**src/design/fls_pkg.sv**
```systemverilog
// shared types, constants and lookup functions for the fps load-shed level controller
package fls_pkg;

  localparam int unsigned RateW  = 12;
  localparam int unsigned TimeW  = 32;
  localparam int unsigned DwellW = 16;
  localparam int unsigned LevelW = 2;
  localparam int unsigned IvalW  = 9;
  localparam int unsigned CfgIdxW  = 8;
  localparam int unsigned CfgDataW = 16;

  localparam logic [LevelW-1:0] LevelMax = 2'd2;

  localparam logic [RateW-1:0]  OnRateRst   = 12'd320;
  localparam logic [RateW-1:0]  OffRateRst  = 12'd400;
  localparam logic [DwellW-1:0] StepDwellRst  = 16'd2000;
  localparam logic [DwellW-1:0] ClearDwellRst = 16'd5000;

  localparam logic [IvalW-1:0] DetectLvl1 = 9'd120;
  localparam logic [IvalW-1:0] DetectLvl2 = 9'd300;
  localparam logic [IvalW-1:0] LinkLvl1   = 9'd160;
  localparam logic [IvalW-1:0] LinkLvl2   = 9'd400;

  typedef enum logic [CfgIdxW-1:0] {
    REG_THROTTLE_ON_RATE  = 8'd0,
    REG_THROTTLE_OFF_RATE = 8'd1,
    REG_STEP_UP_DWELL_MS  = 8'd2,
    REG_CLEAR_DWELL_MS    = 8'd3
  } fls_reg_e;

  typedef struct packed {
    logic [RateW-1:0] rate_q4;
    logic [TimeW-1:0] time_ms;
  } fls_in_t;

  typedef struct packed {
    logic [LevelW-1:0] throttle_level;
    logic [IvalW-1:0]  detect_interval_ms;
    logic [IvalW-1:0]  link_interval_ms;
    logic              throttled;
  } fls_out_t;

  typedef struct packed {
    logic [RateW-1:0]  throttle_on_rate;
    logic [RateW-1:0]  throttle_off_rate;
    logic [DwellW-1:0] step_up_dwell_ms;
    logic [DwellW-1:0] clear_dwell_ms;
  } fls_cfg_t;

  function automatic logic [IvalW-1:0] detect_for_level(input logic [LevelW-1:0] lv);
    logic [IvalW-1:0] r;
    if (lv == '0) r = '0;
    else if (lv == 2'd1) r = DetectLvl1;
    else r = DetectLvl2;
    return r;
  endfunction

  function automatic logic [IvalW-1:0] link_for_level(input logic [LevelW-1:0] lv);
    logic [IvalW-1:0] r;
    if (lv == '0) r = '0;
    else if (lv == 2'd1) r = LinkLvl1;
    else r = LinkLvl2;
    return r;
  endfunction

endpackage

```
**src/design/fps_load_shed_level_controller.sv**
```systemverilog
// top level of the fps load-shed level controller
// an accepted input beat is registered in the input reg, then its result in the result reg
// one beat per cycle unless stalled; level and timer state update in one pass between regs
// stall_o rises only when the input reg is full and the result reg is full and stalled
// reset: async active low; level 0, both timers stopped, config back to defaults
// config registers are written with no wait state (ready held high)
module fps_load_shed_level_controller
  import fls_pkg::*;
(
  input  logic                clk_i,
  input  logic                rst_ni,
  // input report beats
  input  logic                in_valid_i,
  output logic                in_stall_o,
  input  fls_in_t             in_data_i,
  // result beats
  output logic                out_valid_o,
  input  logic                out_stall_i,
  output fls_out_t            out_data_o,
  // config write channel
  input  logic                cfg_valid_i,
  output logic                cfg_ready_o,
  input  logic [CfgIdxW-1:0]  cfg_index_i,
  input  logic [CfgDataW-1:0] cfg_data_i
);

  // live threshold and dwell settings
  fls_cfg_t cfg;

  // register file; writes outside the four defined indexes are dropped
  fls_cfg_regs u_cfg_regs (
    .clk_i       (clk_i),
    .rst_ni      (rst_ni),
    .cfg_valid_i (cfg_valid_i),
    .cfg_ready_o (cfg_ready_o),
    .cfg_index_i (cfg_index_i),
    .cfg_data_i  (cfg_data_i),
    .cfg_o       (cfg)
  );

  // two-register datapath: report in, band check and dwell compare, result out
  fls_core u_core (
    .clk_i       (clk_i),
    .rst_ni      (rst_ni),
    .cfg_i       (cfg),
    .in_valid_i  (in_valid_i),
    .in_stall_o  (in_stall_o),
    .in_data_i   (in_data_i),
    .out_valid_o (out_valid_o),
    .out_stall_i (out_stall_i),
    .out_data_o  (out_data_o)
  );

endmodule

```
**src/design/fls_cfg_regs.sv**
```systemverilog
// configuration register file for the load-shed controller
module fls_cfg_regs
  import fls_pkg::*;
(
  input  logic                clk_i,
  input  logic                rst_ni,
  input  logic                cfg_valid_i,
  output logic                cfg_ready_o,
  input  logic [CfgIdxW-1:0]  cfg_index_i,
  input  logic [CfgDataW-1:0] cfg_data_i,
  output fls_cfg_t            cfg_o
);

  fls_cfg_t cfg_q, cfg_d;

  assign cfg_ready_o = 1'b1;

  always_comb begin
    cfg_d = cfg_q;
    if (cfg_valid_i) begin
      case (cfg_index_i)
        REG_THROTTLE_ON_RATE:  cfg_d.throttle_on_rate  = cfg_data_i[RateW-1:0];
        REG_THROTTLE_OFF_RATE: cfg_d.throttle_off_rate = cfg_data_i[RateW-1:0];
        REG_STEP_UP_DWELL_MS:  cfg_d.step_up_dwell_ms  = cfg_data_i[DwellW-1:0];
        REG_CLEAR_DWELL_MS:    cfg_d.clear_dwell_ms    = cfg_data_i[DwellW-1:0];
        default: ;
      endcase
    end
  end

  always_ff @(posedge clk_i or negedge rst_ni) begin
    if (!rst_ni) begin
      cfg_q.throttle_on_rate  <= OnRateRst;
      cfg_q.throttle_off_rate <= OffRateRst;
      cfg_q.step_up_dwell_ms  <= StepDwellRst;
      cfg_q.clear_dwell_ms    <= ClearDwellRst;
    end else begin
      cfg_q <= cfg_d;
    end
  end

  assign cfg_o = cfg_q;

endmodule

```
**src/design/fls_core.sv**
```systemverilog
// input register, level/timer state update and result register
module fls_core
  import fls_pkg::*;
(
  input  logic     clk_i,
  input  logic     rst_ni,
  input  fls_cfg_t cfg_i,
  input  logic     in_valid_i,
  output logic     in_stall_o,
  input  fls_in_t  in_data_i,
  output logic     out_valid_o,
  input  logic     out_stall_i,
  output fls_out_t out_data_o
);

  logic              s1_valid_q;
  fls_in_t           s1_q;
  logic              out_valid_q;
  fls_out_t          out_q, out_d;
  logic [LevelW-1:0] level_q, level_d;
  logic [TimeW-1:0]  low_since_q, low_since_d;
  logic [TimeW-1:0]  high_since_q, high_since_d;
  logic [TimeW-1:0]  low_elapsed, high_elapsed;
  logic              out_free, s1_adv, in_acc;

  // output slot frees when empty or being taken
  assign out_free   = !out_valid_q || !out_stall_i;
  assign s1_adv     = s1_valid_q && out_free;
  assign in_stall_o = s1_valid_q && !out_free;
  assign in_acc     = in_valid_i && !in_stall_o;

  assign low_elapsed  = s1_q.time_ms - low_since_q;
  assign high_elapsed = s1_q.time_ms - high_since_q;

  always_comb begin
    level_d      = level_q;
    low_since_d  = low_since_q;
    high_since_d = high_since_q;
    if (s1_q.rate_q4 < cfg_i.throttle_on_rate) begin
      high_since_d = '0;
      if (low_since_q == '0) begin
        low_since_d = s1_q.time_ms;
      end else if (low_elapsed >= {{(TimeW-DwellW){1'b0}}, cfg_i.step_up_dwell_ms}) begin
        if (level_q < LevelMax) level_d = level_q + 2'd1;
        low_since_d = s1_q.time_ms;
      end
    end else if (s1_q.rate_q4 >= cfg_i.throttle_off_rate) begin
      low_since_d = '0;
      if (high_since_q == '0) begin
        high_since_d = s1_q.time_ms;
      end else if (high_elapsed >= {{(TimeW-DwellW){1'b0}}, cfg_i.clear_dwell_ms}) begin
        level_d      = '0;
        high_since_d = s1_q.time_ms;
      end
    end else begin
      low_since_d  = '0;
      high_since_d = '0;
    end
  end

  always_comb begin
    out_d.throttle_level     = level_d;
    out_d.detect_interval_ms = detect_for_level(level_d);
    out_d.link_interval_ms   = link_for_level(level_d);
    out_d.throttled          = (level_d != '0);
  end

  always_ff @(posedge clk_i or negedge rst_ni) begin
    if (!rst_ni) begin
      s1_valid_q   <= 1'b0;
      out_valid_q  <= 1'b0;
      level_q      <= '0;
      low_since_q  <= '0;
      high_since_q <= '0;
    end else begin
      if (in_acc) s1_valid_q <= 1'b1;
      else if (s1_adv) s1_valid_q <= 1'b0;
      if (s1_adv) out_valid_q <= 1'b1;
      else if (!out_stall_i) out_valid_q <= 1'b0;
      if (s1_adv) begin
        level_q      <= level_d;
        low_since_q  <= low_since_d;
        high_since_q <= high_since_d;
      end
    end
  end

  always_ff @(posedge clk_i) begin
    if (in_acc) s1_q <= in_data_i;
    if (s1_adv) out_q <= out_d;
  end

  assign out_valid_o = out_valid_q;
  assign out_data_o  = out_q;

  a_level_range: assert property (@(posedge clk_i) disable iff (!rst_ni)
    level_q <= LevelMax) else $error("level out of range");

  a_timers_exclusive: assert property (@(posedge clk_i) disable iff (!rst_ni)
    !((low_since_q != '0) && (high_since_q != '0))) else $error("both timers running");

  a_flag_matches: assert property (@(posedge clk_i) disable iff (!rst_ni)
    out_valid_q |-> (out_q.throttled == (out_q.throttle_level != '0)))
    else $error("throttled flag mismatch");

  a_adv_fills_out: assert property (@(posedge clk_i) disable iff (!rst_ni)
    s1_adv |=> (out_valid_q && out_q.throttle_level == level_q))
    else $error("result not captured");

endmodule
```
**config.mk**
```make
export PLATFORM = sky130hd
export DESIGN_NAME = fps_load_shed_level_controller
export DESIGN_NICKNAME = d
export VERILOG_FILES = /design/src/design/fls_pkg.sv /design/src/design/fps_load_shed_level_controller.sv /design/src/design/fls_cfg_regs.sv /design/src/design/fls_core.sv
export SDC_FILE = /design/constraint.sdc
export NUM_CORES = 1
export LEC_CHECK = 0
export BUFFER_PORTS_ARGS = -buffer_cell sky130_fd_sc_hd__buf_2
export CAP_MARGIN = 15
export CORE_MARGIN = 4
export CORE_UTILIZATION = 65
export CTS_BUF_LIST = sky130_fd_sc_hd__clkbuf_8
export DETAILED_ROUTE_END_ITERATION = 6
export PLACE_DENSITY = 0.88
export SLEW_MARGIN = 10
export SYNTH_ARGS = -nofsm -noshare
export SYNTH_HDL_FRONTEND = slang
export SYNTH_HIERARCHICAL = 1
export SYNTH_SLANG_ARGS = --single-unit
```
**constraint.sdc**
```tcl
create_clock -name clk_i -period 7 [get_ports clk_i]
set_input_delay 2.1 -clock clk_i [delete_from_list [all_inputs] [get_ports clk_i]]
set_output_delay 2.1 -clock clk_i [all_outputs]
set_load 0.01 [all_outputs]
```
## Yosys cells after proc, flatten, opt, wreduce, memory -nomap -nowiden

Index checks and enable logic that the tools add are counted.
W data, S select, Z words.

- Register bits after elaboration: 189
- Input port bits: 73
- Output and inout bits: 24
- Logic and storage cells: 70

- Order comparisons: 5
- Mux-type cells: 20
- Eq/ne operators: 7
- $add $sub $neg: 3
- Reductions and logical operators: 20

Operators by type and width:

| operator | count |
|---|---|
| $mux W32 | 7 |
| $ge A32 B16 Y1 | 2 |
| $logic_not A32 Y1 | 2 |
| $sub A32 B32 Y32 | 2 |
| $mux W9 | 2 |
| $eq A8 B2 Y1 const B | 2 |
| $mux W2 | 7 |
| $ge A12 B12 Y1 | 1 |
| $lt A12 B12 Y1 | 1 |
| $reduce_and A2 Y1 | 6 |
| $eq A8 B1 Y1 const B | 1 |
| $logic_not A8 Y1 | 1 |
| $logic_not A1 Y1 | 4 |
| $mux W1 | 4 |
| $ne A4 B3 Y1 const B | 1 |
| $reduce_bool A2 Y1 | 2 |
| $logic_and A1 B1 Y1 | 3 |
| $ne A3 B3 Y1 const B | 1 |
| $add A2 B1 Y2 const B | 1 |
| $eq A2 B1 Y1 const B | 1 |
| $logic_not A2 Y1 | 1 |
| $lt A2 B2 Y1 const B | 1 |
| $ne A2 B1 Y1 const B | 1 |
| $logic_or A1 B1 Y1 | 1 |

## Longest topological paths before layout

- Depth in word-level cells: 8
- Mapped depth: 22
- Mapped depth without buffers: 21

## Modules after synthesis

The synthesis kept the hierarchy.

By module, submodules not included:

| module | seq. area each (µm²) | area an instance (µm²) | cells each | instances |
|---|---|---|---|---|
| fls_core | 3203.1 | 10014.6 | 1127 | 1 |
| fls_cfg_regs | 1421.4 | 2184.6 | 124 | 1 |

## Worst setup path after synthesis

Ideal clock, no wire load.

- Path type: flip-flop to flip-flop
- Start point: register u_core/s1_q[1] (netlist name)
- End point: register u_core.high_since_q[0]
- Required time: 6876 ps
- Period minus slack after synthesis: 4591 ps
- Library setup time: 124 ps
- Setup slack: 2409 ps
- Arrival time: 4467 ps
- Buffers on the path: 1
- Stages on the path, launching flop included: 21
- Cell sequence: edfxtp_1 -> ha_1 -> nor2b_1 -> o2111ai_1 -> nand3_1 -> a31oi_1 -> o21bai_1 -> a21oi_1 -> xnor2_1 -> ha_1 -> a21o_1 -> a21o_1 -> a211oi_1 -> o221ai_1 -> nor4_1 -> o311ai_1 -> or4_1 -> nor4_4 -> a21oi_2 -> buf_6 -> mux2i_1

- Longest elaborated chain between the ends: 4

RTL lines:

| what | RTL line | RTL |
|---|---|---|
| start, declared | fls_core.sv:17 | `fls_in_t s1_q;` |
| start signal, assigned | fls_core.sv:89 | `if (in_acc) s1_q <= in_data_i;` |
| $sub A32 B32 Y32 | fls_core.sv:33 | `assign high_elapsed = s1_q.time_ms - high_since_q;` |
| $ge A32 B16 Y1 | fls_core.sv:51 | `end else if (high_elapsed >= {{(TimeW-DwellW){1'b0}}, cfg_i.clear_dwell_ms}) begin` |
| $ne A4 B3 Y1 (no source line) | -- |  |
| $reduce_and A2 Y1 (no source line) | -- |  |
| end signal, assigned | fls_core.sv:83 | `high_since_q <= high_since_d;` |
| end, declared | fls_core.sv:22 | `logic [TimeW-1:0] high_since_q, high_since_d;` |

No other way between the ends.
A chain may end at the register's enable or synchronous reset.

## Final worst setup path

- Start point: register u_core/s1_q[4] (netlist name)
- End point: register u_core.high_since_q[3]

The elaborated chain is that of the path after synthesis.

==> out/summary.md <==
The tools report the endpoint arrival time on the critical path as 5.84 ns. The tools report the end point of the critical path as u_core/high_since_q[3]. Maximum fanout along the worst path: 32. The prevailing post-synth register cell is sky130_fd_sc_hd__dfrtp_1. For this design the ratio of total power to cell area is 256 mW/mm^2. The logs give 163 uV for the worst voltage drop across the vdd grid and 0 for the count of final max-slew check failures. The static power due to leakage was 5.84 nW; the hold-fix buffer count after cts was 0. The count of input and output buffers was 87; the number of enable flip-flop cells after synthesis was 50.

Gates resized during post-CTS repair numbered 0. Entering global routing, the biggest net connects 69 pins. The residual antenna-violating net count after detailed routing is 0.

The run gives 0.0210 sq mm as the full die area. The critical path is of the reg -> reg type. The internal portion of the total power is 2.03 mW. Buffers added to address setup during post-CTS repair amount to 0.

The worst setup path is launched from a register. The I/O pin total was 97. Buffers inserted during clock tree synthesis total 17.

For the highest achievable clock rate, the log shows 181 MHz. The netlist area before placement was 0.0122 sq mm; the end-of-flow core utilization was 71.7%. STA classifies the critical path endpoint as a register. The initial antenna violation count was 0.

In this run the horizontal extent of the chip is 145 um. Setup total negative slack on the finished layout was measured at 0 ns. STA puts the critical path data required time at 7.31 ns. For the global-route usage over all layers, the log shows 29.6%.

The longest clock path from root to sink contains 2 buffers. Once the floorplan was initialized, standard cells occupied 67.0% of the core. In this run, the number of DRC markers left after iteration 0 of detailed routing was 923. The share of the clock period used by the worst path came out at 79.1%.

For this block, the routed nets add up to 31700 um of wire. Growth of design area from synthesis to finish: 7.07%. The run gives 9854 as the number of global-route vias before repair. At the later pin of the worst-skew pair, clock insertion delay measures 0.46 ns.

The die is 145 um tall. The count of cells along the worst register-to-register path was 19; the distinct cell type count of the synthesized netlist was 86. Of the total power, the share spent switching nets is 39.4%.

For the post-synthesis cell count, the log shows 1251. Class of the most critical hold timing path: reg -> reg. The floorplan step defined a core boundary enclosing 0.0182 sq mm.

The run gives 0 as the total count of hold-check failures in the final report. In this run the critical register-to-register path is launched from u_core/s1_q[4]. In this run the power spent charging and discharging nets is 1.32 mW. In the routed layout, each cell is associated on average with a via count of 6.39. The tool flagged a number of max-cap violations equal to 0. Post-route DRC violation count: 0. The flow ran to the end, and the final reports show no timing, DRC or antenna violations. The logs give 37.4% for the portion of total power attributed to sequential cells and 0.514 ns for the worst hold slack across all endpoints. The final setup violation count is 0, and the register bit count reported by yosys is 174.

Across all register-to-register paths, the minimum setup slack is 1.46 ns. Setup repair after global routing left no endpoint under its margin. The endpoint identified for the worst register-to-register timing path is u_core/high_since_q[3]. The logs give 174 for the number of sinks on the clock net and 4 for the H-tree level count.

The logs give 19.9% for the portion of total power attributed to the clock network and 1510 for the number of nets in the layout. 0 antenna diodes ended up in the layout. Sequential elements use 37.9% of the synthesized area. The tools report the number of vias after detailed routing as 9963.

The first global-routing pass estimated 50600 um of wire. The total congestion overflow after global routing was 0; the worst slew margin relative to its limit was 20.9%. The weighted congestion reported at the end of routability-driven placement was 0.931. The logs give 7 for the first-pass detailed-route iteration total and 49 for the number of placement rows. The logs give 42.7% for the combinational share of power and 24200 um for the post-DP HPWL. The fraction of final layout cells with drive strength greater than 1 is 16.1%, and the share of flip-flops with an asynchronous set or reset after synthesis is 71.3%. After clock tree synthesis, the clock-pin slew on the worst setup and hold paths is 0.09 ns.

For the pin with the worst max-slew slack, the measured transition is 1.19 ns. TritonCTS built the clock tree. For this run, the number of Yosys warnings is 6.

The tree is rooted in a sky130_fd_sc_hd__clkbuf_8. Between clock sinks in the finished design, the worst skew comes to 0.0179 ns. The post-layout minimum cycle time is 5.54 ns. In this run the worst setup path begins at u_core/s1_q[4].

Averaged over all synthesized cells, the footprint is 9.75 sq um. After detailed routing, the average wire length per cell comes to 20.3 um.
worst max-delay path, stage by stage (launching register included):
cell	delay [ns]
sky130_fd_sc_hd__edfxtp_1	0.50
sky130_fd_sc_hd__ha_1	0.43
sky130_fd_sc_hd__a21oi_1	0.34
sky130_fd_sc_hd__nand3_1	0.18
sky130_fd_sc_hd__a31oi_1	0.29
sky130_fd_sc_hd__o21bai_1	0.11
sky130_fd_sc_hd__a21oi_1	0.19
sky130_fd_sc_hd__xnor2_1	0.16
sky130_fd_sc_hd__ha_1	0.27
sky130_fd_sc_hd__a21o_1	0.18
sky130_fd_sc_hd__a21o_1	0.17
sky130_fd_sc_hd__a211oi_1	0.25
sky130_fd_sc_hd__o221ai_1	0.14
sky130_fd_sc_hd__nor4_1	0.29
sky130_fd_sc_hd__o311ai_1	0.17
sky130_fd_sc_hd__or4_1	0.54
sky130_fd_sc_hd__nor4_4	0.56
sky130_fd_sc_hd__a21oi_4	0.11
sky130_fd_sc_hd__buf_4	0.32
sky130_fd_sc_hd__mux2i_1	0.19
layout by cell type, fill, tap and decap left out, types with 9 or more instances in the layout:
master,count
sky130_fd_sc_hd__inv_1,136
sky130_fd_sc_hd__nand2_1,129
sky130_fd_sc_hd__ha_1,118
sky130_fd_sc_hd__dfrtp_1,108
sky130_fd_sc_hd__buf_2,86
sky130_fd_sc_hd__a21oi_1,77
sky130_fd_sc_hd__mux2i_1,65
sky130_fd_sc_hd__mux2_2,56
sky130_fd_sc_hd__edfxtp_1,50
sky130_fd_sc_hd__nor2_1,49
sky130_fd_sc_hd__o21ai_0,46
sky130_fd_sc_hd__a21o_1,35
sky130_fd_sc_hd__xnor2_1,26
sky130_fd_sc_hd__nand4_1,23
sky130_fd_sc_hd__xor2_1,22
sky130_fd_sc_hd__nand3_1,20
sky130_fd_sc_hd__o21a_1,19
sky130_fd_sc_hd__nor4_1,18
sky130_fd_sc_hd__clkbuf_8,17
sky130_fd_sc_hd__dfstp_2,16
sky130_fd_sc_hd__and3_1,14
sky130_fd_sc_hd__a211oi_1,13
sky130_fd_sc_hd__o211ai_1,10
sky130_fd_sc_hd__nand2b_1,10
sky130_fd_sc_hd__nor3_1,10
sky130_fd_sc_hd__conb_1,9
sky130_fd_sc_hd__a31oi_1,9
sky130_fd_sc_hd__o21bai_1,9
Yosys cell counts, drive strengths merged (19+ instances only):
| library cell | instances | area share [%] |
|---|---|---|
| buf | 31 | 2.0 |
| nand4 | 24 | 1.3 |
| ha | 118 | 12 |
| nor4 | 20 | 1.3 |
| nor2 | 49 | 1.5 |
| nand3 | 20 | 0.82 |
| inv | 134 | 4.1 |
| o21a | 19 | 1.2 |
| a21oi | 79 | 3.3 |
| nand2 | 129 | 4.0 |
| dfrtp | 108 | 22 |
| a21o | 35 | 2.2 |
| edfxtp | 50 | 12 |
| o21ai | 48 | 2.0 |
| mux2 | 57 | 5.3 |
| mux2i | 65 | 5.3 |
| clkbuf | 21 | 0.65 |
| xnor2 | 26 | 1.9 |
| xor2 | 22 | 1.6 |
layer usage:
metal / wire length (um) / vias to the layer above / track usage, %
li1: - / 4637 / -
met1: 13400 / 4783 / 40.8
met2: 14800 / 465 / 47.5
met3: 2560 / 78 / 5.05
met4: 956 / 0 / 10.7
met5: 0 / - / 0
worst min path at each step:
stage	startpoint	to	slack, ns	cells after the start
2_1_floorplan	u_core/s1_valid_q	u_core/out_valid_o	0.46	1
3_3_place_gp	u_core/s1_valid_q	u_core/out_valid_o	0.47	1
3_5_place_dp	u_core/s1_valid_q	u_core/out_valid_o	0.49	1
4_1_cts	u_core/s1_valid_q	u_core/out_valid_o	0.51	1
5_1_grt	u_cfg_regs/cfg_o[42]	u_cfg_regs/cfg_o[42]	0.53	1
6_report	u_core/s1_valid_q	u_core/out_valid_o	0.51	1
sequential cells by signal, summed over array words and instances (netlist names):
register and cells:
u_core/level_q 2, u_core/high_since_q 32, u_core/s1_valid_q 1, u_core/out_data_o 6, u_core/out_valid_o 1, u_cfg_regs/cfg_o 56
u_core/low_since_q 32, u_core/s1_q 44
power by group through the flow:
stage | Sequential, mW | Combinational, mW | Clock (mW)
after CTS | 1.25 | 1.40 | 0.681
after global placement | 1.26 | 1.34 | 0
after floorplan | 1.24 | 1.05 | 0
after detailed placement | 1.26 | 1.38 | 0
final | 1.25 | 1.43 | 0.667
after global routing | 1.26 | 1.58 | 0.722
cell type report:
class / count / area [sq um]
Multi-Input combinational cell: 898 / 6790
Fill cell: 1279 / 5150
Sequential cell: 174 / 4620
Inverter: 134 / 503
Timing Repair Buffer: 92 / 488
Tap cell: 229 / 287
Clock buffer: 17 / 234
Clock inverter: 15 / 138
per-stage QoR:
step	cells	worst slack, ns	instance area, sq um	total power [mW]
CTS	1558	1.56	13000	3.32
detailed placement	1526	1.64	12700	2.64
finish	1559	1.46	13100	3.35
floorplan	1258	2.41	12200	2.29
global placement	1526	1.76	12700	2.59
global route	1559	1.20	13100	3.56
cell families (layout without fill, tap and decap cells):
family,after synthesis,in the layout,synth area share (%)
simple gates,314,314,13.0
compound gates,285,285,15.7
buf+inv,186,258,6.80
flops,174,174,37.9
mux,122,122,10.6
fa+ha+maj,120,120,12.4
xor+xnor,48,48,3.45
other cells,2,9,0.0616
Note: power is estimated with default switching activity, not from simulation.
